$ cat src/sv/msp_pkg.sv
// Package for the multi-stack shared pool: sizes, codes and the link store request.
// Used by the top level, the link store and the testbench; depends on nothing.
`default_nettype none

package msp_pkg;

    localparam int NUM_STACKS = 8;
    localparam int POOL_SLOTS = 64;

    localparam int SEL_W  = 3;
    localparam int DATA_W = 32;
    localparam int IDX_W  = (POOL_SLOTS > 1) ? $clog2(POOL_SLOTS) : 1;
    localparam int PTR_W  = $clog2(POOL_SLOTS + 1);
    localparam int HSEL_W = (NUM_STACKS > 1) ? $clog2(NUM_STACKS) : 1;

    localparam logic [PTR_W-1:0] NULL_PTR = PTR_W'(POOL_SLOTS);

    typedef enum logic {
        KIND_PUSH = 1'b0,
        KIND_POP  = 1'b1
    } kind_t;

    typedef enum logic [1:0] {
        STAT_DONE  = 2'd0,
        STAT_FULL  = 2'd1,
        STAT_EMPTY = 2'd2
    } status_t;

    typedef enum logic {
        S_IDLE,
        S_COMMIT
    } state_t;

    typedef struct packed {
        logic             re;
        logic [IDX_W-1:0] raddr;
        logic             we;
        logic [IDX_W-1:0] waddr;
        logic [PTR_W-1:0] wdata;
    } link_req_t;

endpackage

`default_nettype wire

$ cat src/sv/multi_stack_shared_pool.sv
// An accepted item moves to the commit state, from which its result word, with done high,
// is registered; busy is high for the one cycle in between.
// No new item is taken while busy, because of the dependent read and write of the
// link store (read at acceptance, rewritten in the commit cycle).
// Reset: all stacks empty, free list runs through the slots in order; no clearing pass.
// Top level of the multi-stack shared pool; depends on msp_pkg, msp_ram, msp_link_store.
`default_nettype none

module multi_stack_shared_pool (
    input  wire logic                        clk,
    input  wire logic                        rst_n,
    input  wire logic                        start,
    output logic                             busy,
    input  wire logic                        kind,
    input  wire logic [msp_pkg::SEL_W-1:0]   stack_sel,
    input  wire logic signed [31:0]          push_value,
    output logic                             done,
    output logic [1:0]                       status,
    output logic signed [31:0]               pop_value
);

    msp_pkg::state_t                state_reg, state_next;
    logic [msp_pkg::PTR_W-1:0]      stack_head_reg [msp_pkg::NUM_STACKS];
    logic [msp_pkg::PTR_W-1:0]      stack_head_next [msp_pkg::NUM_STACKS];
    logic [msp_pkg::PTR_W-1:0]      free_head_reg, free_head_next;
    logic                           ok_reg, ok_next;
    logic                           done_reg, done_next;
    msp_pkg::status_t               status_reg, status_next;
    logic [msp_pkg::DATA_W-1:0]     pop_value_reg, pop_value_next;

    msp_pkg::kind_t                 kind_reg;
    logic [msp_pkg::SEL_W-1:0]      sel_reg;
    logic [msp_pkg::DATA_W-1:0]     value_reg;
    logic [msp_pkg::PTR_W-1:0]      slot_reg, slot_next;

    logic                           accept;
    logic                           in_sel_ok;
    logic [msp_pkg::PTR_W-1:0]      in_head;
    logic [msp_pkg::HSEL_W-1:0]     in_hidx;
    logic [msp_pkg::HSEL_W-1:0]     cur_hidx;

    msp_pkg::link_req_t             link_req;
    logic [msp_pkg::PTR_W-1:0]      link_q;
    logic                           data_we;
    logic                           data_re;
    logic [msp_pkg::IDX_W-1:0]      data_raddr;
    logic [msp_pkg::DATA_W-1:0]     data_q;

    msp_link_store u_link (
        .clk   (clk),
        .rst_n (rst_n),
        .req   (link_req),
        .rdata (link_q)
    );

    msp_ram #(
        .WIDTH (msp_pkg::DATA_W),
        .DEPTH (msp_pkg::POOL_SLOTS)
    ) u_data_ram (
        .clk   (clk),
        .we    (data_we),
        .waddr (slot_reg[msp_pkg::IDX_W-1:0]),
        .wdata (value_reg),
        .re    (data_re),
        .raddr (data_raddr),
        .rdata (data_q)
    );

    assign busy     = (state_reg != msp_pkg::S_IDLE);
    assign accept   = start && !busy;
    assign in_hidx  = stack_sel[msp_pkg::HSEL_W-1:0];
    assign cur_hidx = sel_reg[msp_pkg::HSEL_W-1:0];
    assign in_sel_ok = (32'(stack_sel) < 32'(msp_pkg::NUM_STACKS));
    assign in_head  = stack_head_reg[in_hidx];

    always_ff @(posedge clk or negedge rst_n)
    begin
        if (!rst_n)
        begin
            state_reg     <= msp_pkg::S_IDLE;
            free_head_reg <= '0;
            ok_reg        <= 1'b0;
            done_reg      <= 1'b0;
            status_reg    <= msp_pkg::STAT_DONE;
            for (int i = 0; i < msp_pkg::NUM_STACKS; i++)
            begin
                stack_head_reg[i] <= msp_pkg::NULL_PTR;
            end
        end
        else
        begin
            state_reg      <= state_next;
            free_head_reg  <= free_head_next;
            ok_reg         <= ok_next;
            done_reg       <= done_next;
            status_reg     <= status_next;
            stack_head_reg <= stack_head_next;
        end
    end

    always_ff @(posedge clk)
    begin
        pop_value_reg <= pop_value_next;
        slot_reg      <= slot_next;
        if (accept)
        begin
            kind_reg  <= msp_pkg::kind_t'(kind);
            sel_reg   <= stack_sel;
            value_reg <= push_value;
        end
    end

    always_comb
    begin
        state_next      = state_reg;
        stack_head_next = stack_head_reg;
        free_head_next  = free_head_reg;
        ok_next         = ok_reg;
        slot_next       = slot_reg;
        done_next       = 1'b0;
        status_next     = status_reg;
        pop_value_next  = pop_value_reg;
        link_req        = '0;
        data_we         = 1'b0;
        data_re         = 1'b0;
        data_raddr      = in_head[msp_pkg::IDX_W-1:0];

        case (state_reg)
            msp_pkg::S_IDLE:
            begin
                if (accept)
                begin
                    if (msp_pkg::kind_t'(kind) == msp_pkg::KIND_PUSH)
                    begin
                        slot_next = free_head_reg;
                        ok_next   = in_sel_ok && (free_head_reg < msp_pkg::NULL_PTR);
                    end
                    else
                    begin
                        slot_next = in_head;
                        ok_next   = in_sel_ok && (in_head < msp_pkg::NULL_PTR);
                        data_re   = ok_next;
                    end
                    link_req.re    = ok_next;
                    link_req.raddr = slot_next[msp_pkg::IDX_W-1:0];
                    state_next     = msp_pkg::S_COMMIT;
                end
            end
            msp_pkg::S_COMMIT:
            begin
                done_next      = 1'b1;
                pop_value_next = '0;
                link_req.waddr = slot_reg[msp_pkg::IDX_W-1:0];
                if (kind_reg == msp_pkg::KIND_PUSH)
                begin
                    if (ok_reg)
                    begin
                        free_head_next            = link_q;
                        data_we                   = 1'b1;
                        link_req.we               = 1'b1;
                        link_req.wdata            = stack_head_reg[cur_hidx];
                        stack_head_next[cur_hidx] = slot_reg;
                        status_next               = msp_pkg::STAT_DONE;
                    end
                    else
                    begin
                        status_next = msp_pkg::STAT_FULL;
                    end
                end
                else
                begin
                    if (ok_reg)
                    begin
                        stack_head_next[cur_hidx] = link_q;
                        link_req.we               = 1'b1;
                        link_req.wdata            = free_head_reg;
                        free_head_next            = slot_reg;
                        pop_value_next            = data_q;
                        status_next               = msp_pkg::STAT_DONE;
                    end
                    else
                    begin
                        status_next = msp_pkg::STAT_EMPTY;
                    end
                end
                state_next = msp_pkg::S_IDLE;
            end
            default:
            begin
                state_next = msp_pkg::S_IDLE;
            end
        endcase
    end

    assign done      = done_reg;
    assign status    = status_reg;
    assign pop_value = pop_value_reg;

`ifndef SYNTHESIS
    a_commit_gives_result: assert property (@(posedge clk) disable iff (!rst_n)
        (state_reg == msp_pkg::S_COMMIT) |=> done_reg)
        else $error("commit cycle did not produce a result word");

    a_accept_to_commit: assert property (@(posedge clk) disable iff (!rst_n)
        (start && !busy) |=> (state_reg == msp_pkg::S_COMMIT))
        else $error("accepted word did not move to commit");

    a_fail_zero_value: assert property (@(posedge clk) disable iff (!rst_n)
        (done_reg && (status_reg != msp_pkg::STAT_DONE)) |-> (pop_value_reg == '0))
        else $error("failed operation returned a nonzero value");

    a_push_moves_free: assert property (@(posedge clk) disable iff (!rst_n)
        (state_reg == msp_pkg::S_COMMIT && ok_reg && kind_reg == msp_pkg::KIND_PUSH)
        |=> (free_head_reg != $past(free_head_reg)))
        else $error("successful push left the free head in place");

    a_result_not_busy: assert property (@(posedge clk) disable iff (!rst_n)
        done_reg |-> !busy)
        else $error("result word shown while busy");
`endif

endmodule

`default_nettype wire

$ cat src/sv/msp_ram.sv
// Generic single-write, single-read RAM with a registered read port.
// Stands alone; used for the slot data and slot link stores.
`default_nettype none

module msp_ram #(
    parameter int WIDTH = 32,
    parameter int DEPTH = 64,
    parameter int AW    = (DEPTH > 1) ? $clog2(DEPTH) : 1
) (
    input  wire logic             clk,
    input  wire logic             we,
    input  wire logic [AW-1:0]    waddr,
    input  wire logic [WIDTH-1:0] wdata,
    input  wire logic             re,
    input  wire logic [AW-1:0]    raddr,
    output logic      [WIDTH-1:0] rdata
);

    logic [WIDTH-1:0] mem [DEPTH];

    always_ff @(posedge clk)
    begin
        if (we)
        begin
            mem[waddr] <= wdata;
        end
        if (re)
        begin
            rdata <= mem[raddr];
        end
    end

endmodule

`default_nettype wire

$ cat src/sv/msp_link_store.sv
// Slot link store: a link RAM plus one valid bit per slot, so that an unwritten
// slot reads as its reset link (the next slot). Depends on msp_pkg and msp_ram.
`default_nettype none

module msp_link_store (
    input  wire logic                      clk,
    input  wire logic                      rst_n,
    input  wire msp_pkg::link_req_t        req,
    output logic [msp_pkg::PTR_W-1:0]      rdata
);

    logic [msp_pkg::POOL_SLOTS-1:0] valid_reg;
    logic                           hit_reg;
    logic [msp_pkg::PTR_W-1:0]      dflt_reg;
    logic [msp_pkg::PTR_W-1:0]      ram_q;

    msp_ram #(
        .WIDTH (msp_pkg::PTR_W),
        .DEPTH (msp_pkg::POOL_SLOTS)
    ) u_link_ram (
        .clk   (clk),
        .we    (req.we),
        .waddr (req.waddr),
        .wdata (req.wdata),
        .re    (req.re),
        .raddr (req.raddr),
        .rdata (ram_q)
    );

    always_ff @(posedge clk or negedge rst_n)
    begin
        if (!rst_n)
        begin
            valid_reg <= '0;
        end
        else if (req.we)
        begin
            valid_reg[req.waddr] <= 1'b1;
        end
    end

    always_ff @(posedge clk)
    begin
        if (req.re)
        begin
            hit_reg  <= valid_reg[req.raddr];
            dflt_reg <= msp_pkg::PTR_W'(req.raddr) + msp_pkg::PTR_W'(1);
        end
    end

    assign rdata = hit_reg ? ram_q : dflt_reg;

endmodule

`default_nettype wire

$ cat config.mk
export PLATFORM = sky130hd
export DESIGN_NAME = multi_stack_shared_pool
export DESIGN_NICKNAME = d
export VERILOG_FILES = /design/src/sv/msp_pkg.sv /design/src/sv/multi_stack_shared_pool.sv /design/src/sv/msp_ram.sv /design/src/sv/msp_link_store.sv
export SDC_FILE = /design/constraint.sdc
export NUM_CORES = 2
export LEC_CHECK = 0
export ABC_AREA = 1
export BUFFER_PORTS_ARGS = -buffer_cell sky130_fd_sc_hd__buf_2
export CORE_UTILIZATION = 55
export CTS_CLUSTER_DIAMETER = 120
export DETAILED_ROUTE_END_ITERATION = 8
export PLACE_DENSITY = 0.73
export SLEW_MARGIN = 20
export SYNTH_ARGS = -nofsm -noshare
export SYNTH_HDL_FRONTEND = slang
export SYNTH_HIERARCHICAL = 1
export SYNTH_SLANG_ARGS = --single-unit
export TNS_END_PERCENT = 1
$ cat constraint.sdc
create_clock -name clk -period 6.2 [get_ports clk]
set_input_delay 1.24 -clock clk [delete_from_list [all_inputs] [get_ports clk]]
set_output_delay 1.24 -clock clk [all_outputs]
set_load 0.02 [all_outputs]
Word-level counts from Yosys, hierarchy flattened
Memory sizes are Yosys's and may differ from the RTL's. A register that Yosys moved wholly into a read port is not among the register bits.
Cells that the tools add are included.
{"block": "op_classes", "n_addsub": 1, "n_reduce_logical": 7, "bitwise_logic": 4, "mux": 45, "order_cmp": 8}
{"op": "56-bit two-way mux", "count": 3}
{"op": "56-bit bitwise mux", "count": 2}
{"op": "7-bit two-way mux", "count": 15}
{"op": "64-bit OR", "count": 1}
{"op": "7-bit binary-select mux with 3-bit select", "count": 2}
{"op": "7-bit demux with 3-bit select", "count": 1}
{"op": "1-bit two-way mux", "count": 16}
{"op": "6-bit by 7-bit < comparator with 1-bit output, second input constant", "count": 2}
{"op": "7-bit < comparator, second input constant", "count": 2}
{"op": "14-bit two-way mux", "count": 1}
{"op": "4-bit greater-or-equal comparator, second input constant", "count": 2}
{"op": "3-bit inverter with 4-bit output", "count": 2}
{"op": "6-bit by 1-bit adder with 7-bit output, second input constant", "count": 1}
{"op": "1-bit binary-select mux with 6-bit select", "count": 1}
{"op": "1-bit demux with 6-bit select", "count": 1}
{"op": "6-bit by 1-bit greater-or-equal comparator with 1-bit output, second input constant", "count": 1}
{"op": "2-bit AND reduction", "count": 3}
{"op": "4-bit by 1-bit < comparator with 1-bit output, second input constant", "count": 1}
{"op": "2-bit two-way mux", "count": 2}
{"op": "1-bit logical AND", "count": 3}
{"op": "1-bit one-hot mux with 2 select lines", "count": 1}
{"op": "1-bit logical NOT", "count": 1}
{"op": "1-bit inverter", "count": 1}
{"block": "word_totals", "memories": 2, "input_bits": 39, "ff_bits": 215, "output_inout_bits": 36, "mem_bits_rw": 2496}
{"memory": "u_data_ram.mem", "words": 64, "word_bits": 32, "read_ports": 1, "rd_ports_with_merged_regs": 1, "wr": 1, "line_no": "msp_ram.sv:19", "source": "logic [WIDTH-1:0] mem [DEPTH];"}
{"memory": "u_link.u_link_ram.mem", "words": 64, "word_bits": 7, "read_ports": 1, "rd_ports_with_merged_regs": 1, "wr": 1, "line_no": "msp_ram.sv:19"}

Depth between registers and ports, before layout
{"block": "logic_depth", "word_depth": 12, "depth_mapped": 21, "ltp_nobuf": 15}

Modules after synthesis
Netlist, hierarchy kept.
{"module": "msp_ram (u_data_ram)", "area_each_um2": 83058.4, "n_inst": 1, "cells_per_inst": 6769}
{"module": "msp_ram (u_link.u_link_ram)", "area_each_um2": 18615.4, "n_inst": 1, "cells_per_inst": 1590}
{"module": "multi_stack_shared_pool", "area_each_um2": 6772.7, "n_inst": 1, "cells_per_inst": 795}
{"module": "msp_link_store", "area_each_um2": 3395.8, "n_inst": 1, "cells_per_inst": 346}

Least setup slack after synthesis
Ideal clock, no wire load.
{"block": "synth_timing", "path_type": "register to register", "start": "register state_reg (netlist: busy)", "end": "memory u_data_ram.mem[48][0], enable pin", "setup_slack_ps": 263, "t_required_ps": 5698, "stages_incl_launch_ff": 8, "synth_period_minus_slack_ps": 5937, "arrival_time_ps": 5434, "cell_sequence": "dfrtp_1 > buf_2 > inv_1 > clkbuf_1 > nor2_1 > clkbuf_1 > nand4_1 > nor4_1"}
{"block": "synth_between", "elab_chain_len": 3}
{"item": "start: declaration", "line_no": "multi_stack_shared_pool.sv:22", "source": "msp_pkg::state_t state_reg, state_next;"}
{"item": "start signal: assignment", "line_no": "multi_stack_shared_pool.sv:80", "source": "state_reg <= msp_pkg::S_IDLE;"}
{"item": "start signal: assignment", "line_no": "multi_stack_shared_pool.sv:92", "source": "state_reg <= state_next;"}
{"item": "1-bit two-way mux", "line_no": "multi_stack_shared_pool.sv:128", "source": "case (state_reg)"}
{"item": "named net data_we", "line_no": "multi_stack_shared_pool.sv:44", "source": "logic data_we;"}
{"item": "1-bit two-way mux", "line_no": "msp_ram.sv:23", "source": "if (we)"}
{"item": "1-bit two-way mux (implied by the code)", "line_no": "msp_ram.sv:25", "source": "mem[waddr] <= wdata;"}
{"item": "end: declaration", "line_no": "msp_ram.sv:19"}
The timed path passes the listed nets, and every way through them passes these cells.

Worst setup path after layout
{"block": "layout_timing", "start": "input port stack_sel[0] (netlist bit)", "end": "register u_data_ram.rdata[21] (read register of u_data_ram.mem), data pin"}
{"block": "layout_between", "elab_chain_len": 8}
{"item": "start: declaration", "line_no": "multi_stack_shared_pool.sv:15", "source": "input wire logic [msp_pkg::SEL_W-1:0] stack_sel,"}
{"item": "3-bit inverter with 4-bit output (implied by the code) *", "line_no": "multi_stack_shared_pool.sv:74", "source": "assign in_head = stack_head_reg[in_hidx];"}
{"item": "7-bit binary-select mux with 3-bit select *", "line_no": "multi_stack_shared_pool.sv:74"}
{"item": "7-bit two-way mux (implied by the code) * (2 in series)", "line_no": "multi_stack_shared_pool.sv:74"}
{"item": "named net in_head (one bit)", "line_no": "multi_stack_shared_pool.sv:38", "source": "logic [msp_pkg::PTR_W-1:0] in_head;"}
{"item": "7-bit < comparator", "line_no": "multi_stack_shared_pool.sv:141", "source": "ok_next = in_sel_ok && (in_head < msp_pkg::NULL_PTR);"}
{"item": "1-bit two-way mux", "line_no": "multi_stack_shared_pool.sv:133", "source": "if (msp_pkg::kind_t'(kind) == msp_pkg::KIND_PUSH)"}
{"item": "1-bit two-way mux", "line_no": "multi_stack_shared_pool.sv:131", "source": "if (accept)"}
{"item": "1-bit two-way mux", "line_no": "multi_stack_shared_pool.sv:128"}
{"item": "end: declaration", "line_no": "msp_ram.sv:16", "source": "output logic [WIDTH-1:0] rdata"}
Mark *: on every way through the listed nets, which the timed path passes. The rest lies on a longest branch. The select of a mux whose other input is x is not followed.
A chain may end at the register's enable or synchronous reset.

==> results.yml <==
cts:
  cts_tree: "done"
  clk_path_buf_depth: 4
  postCtsResizedCells: 0
  insertion_delay_ps: 980
  post_cts_buffers: 0
  cts_root_buf: "clkbuf_16"
  clkTransAtPathRegs_ps: 60
  clkSinkCount: 2750
  cts_buffers: 288
  cts_hold_buf: 0
  ctsHtreeMaxLevel: 5
timing:
  fmax_mhz: 215.5
  grt_setup_unrepaired: "false"
  layout_min_cycle_time_ps: 4641
  tns_ps: 0
  finalHoldWorstSlack_ps: 426.8
  slew_violations: 0
  report.final.hold_viol_count: 0
  slew_headroom_pct: 24.10
  fin_skew_ps: 108.5
  setup_viol: 0
  worst_pin_slew_ps: 1136
  post-route-period-util_pct: 74.85
drt:
  drt_iter0_drc: 11632
  num_vias: 76373
  drt_pre_antenna_iters: 6
  antenna_left: 0
  routed_wl_microns: 315300
  routed_via_density: 6.162
  avgRoutedWirePerCell_microns: 25.44
  drc: 0
min_path:
  hold_path_class: "in2async"
synthesis:
  yosys.area.top_type_share_pct: 70.29
  synth_compound_area_share_pct: 0.8726
  synth_nets: 9540
  syn_inst: 9500
  synth_flop_cell: "edfxtp_1"
  ys_seq_elements: 2750
  synth_edf_count: 2618
  synthMuxAreaShare_pct: 0.08055
  syn_area_sq_um: 111800
  synth_cell_types: 36
  synthSimpleGateAreaFrac_pct: 22.40
  synth_top_family_by_area: "simple AND/OR/NAND/NOR gates"
  ys_seq_area_share_pct: 73.25
  yosysTopAreaCell: "edfxtp_1"
  synth_fa_ha_area_share_pct: 0.01119
  synth.area.top_cells: "edfxtp_1 (70%), nand3_1 (11%), nand2_1 (11%)"
  ys_async_sr_fraction_pct: 4.800
  yosysWarningCount: 6
  synth.avg_cell_area_sq_um: 11.77
  synth_xor_area_share_pct: 0.03132
worst_setup_path:
  path_max_fanout: 143
  critPathRequiredTime_ps: 6990
  start_kind: "primary input"
  worstPathArrival_ps: 5430
  path_cells: "buf_2, inv_1, nand2_1, nand3_1, nand3_1, nand2_1, inv_8, inv_16, buf_12, buf_4, nand2_1, nand3_1, nand3_1, nand3_1, nand3_1, nand2_1, nand2_1, nand2_1"
  timing_worst_setup_path_type: "in2reg"
  max_stage_delay_ps: 580
  rr_worst_depth: 7
  slowest_stage: "inv_1"
  worstSetupEndpointType: "flip-flop"
grt:
  grt_start_max_net_pins: 144
  antenna_found_initial: 12
  grt_pass1_wl_microns: 461600
  grt_overflow: 0
  grt_pass1_vias: 72820
  grt_usage_pct: 30.41
power:
  leakagePower_nw: 44.91
  p_sw_mw: 11.98
  power_density_nw_per_um2: 351.4
  clockPowerShare_pct: 37.0
  power_frac_comb_pct: 15.2
  ir_drop_mv: 0.2819
  power_mw: 43.67
  internal-power_mw: 31.69
  p_sw_share_pct: 27.43
  pwr-share-seq_pct: 47.8
die:
  rows: 165
  die_y_microns: 452.9
  ioPinCount: 75
  die_area_sq_um: 205200
  coreArea_sq_um: 202100
  die_w_microns: 452.9
  start_util_pct: 55.34
layout:
  fillers: 14949
  finalNetCount: 9565
  syn_to_final_growth_pct: 11.11
  largest_register_ff_count: 2048
  most-common-layout-cells: "nand2_1 (3173), edfxtp_1 (2618), nand3_1 (2416)"
  layout-drive-gt1-share_pct: 8.389
  final_common_cell: "nand2_1"
placement:
  port_buffers: 74
  dp_hpwl_microns: 171700
  gp_congestion: 0.9230
outcome:
  status: "complete, no violations"
flow_run:
  drv_cap: 0
==> final timing paths <==
check                                    start                     end  slack (ps)
max                               stack_sel[0]    u_data_ram/rdata[21]        1560
min                                      rst_n     u_link/valid_reg[8]         430
max reg2reg                           kind_reg  u_data_ram/mem[45][25]        1780
min reg2reg                u_link/valid_reg[1]     u_link/valid_reg[1]         470
max in group asynchronous                rst_n      stack_head_reg[44]        4380
min in group clk                push_value[25]           value_reg[25]         460
==> layout make-up <==
cell class	count	area [sq um]	area share, %
Antenna cell	7	17.52	0.01410
Clock buffer	364	7639	6.147
Clock inverter	116	917.1	0.7380
Inverter	172	721.9	0.5809
Multi-Input combinational cell	5983	26770	21.54
Sequential cell	2750	81930	65.93
Tap cell	2672	3343	2.690
Timing Repair Buffer	330	2935	2.362
==> cell families (layout without fill, tap and decap cells) <==
| family | count (synthesis) | after routing |
|---|---|---|
| adder cells (fa/ha/maj) | 1 | 1 |
| AO/OA/AOI/OAI | 160 | 160 |
| multiplexers | 8 | 8 |
| XOR/XNOR | 4 | 4 |
| flip-flops | 2750 | 2750 |
| other | 0 | 7 |
| buffers and inverters | 767 | 982 |
| AND/OR/NAND/NOR | 5810 | 5810 |
==> layer usage <==
| layer | routed length [microns] | track usage (%) | share of wire, % | vias to the layer above |
|---|---|---|---|---|
| met5 | 10 | 0 | 0.0032 | - |
| met4 | 18880 | 17.17 | 6.0 | 2 |
| met3 | 37830 | 5.898 | 12 | 873 |
| met2 | 143100 | 46.44 | 45 | 5001 |
| met1 | 115400 | 41.14 | 37 | 37024 |
| li1 | - | - | - | 33473 |
==> synthesized netlist by cell type, drive strengths merged, types with 9 or more instances <==
cell type	instances
nand2	3183
edfxtp	2618
nand3	2416
buf	486
inv	171
nor2	161
dfrtp	124
clkbuf	109
o21ai	77
o21bai	64
nand4	20
nor4	20
a21oi	13
nor3	9
==> worst max-delay path: cells and delay by family <==
kind / cells / cell delay, ps
buffers and inverters: 6 / 2210
and+or+nand+nor: 12 / 1780
==> per-stage QoR <==
| step | cell area [sq um] | utilization [%] | setup slack (ps) | std cells |
|---|---|---|---|---|
| after floorplan | 111800 | - | 263.3 | 9500 |
| after global routing | 124300 | 61.48 | 1274 | 12390 |
| after CTS | 124200 | 61.44 | 1694 | 12384 |
| final | 124300 | 61.49 | 1559 | 12394 |
| after global placement | 115600 | 57.20 | 825.7 | 11904 |
| after detailed placement | 115600 | 57.20 | 745.0 | 11904 |
==> power by group through the flow <==
stage,logic [mW],registers (mW),clock network (mW)
after global routing,7.09,20.9,16.9
after floorplan,4.09,21.3,0
after global placement,6.32,21.3,0
after detailed placement,6.43,21.3,0
after CTS,6.48,20.9,16.2
final,6.63,20.9,16.1
No activity file was read; power rests on OpenSTA's default activity.
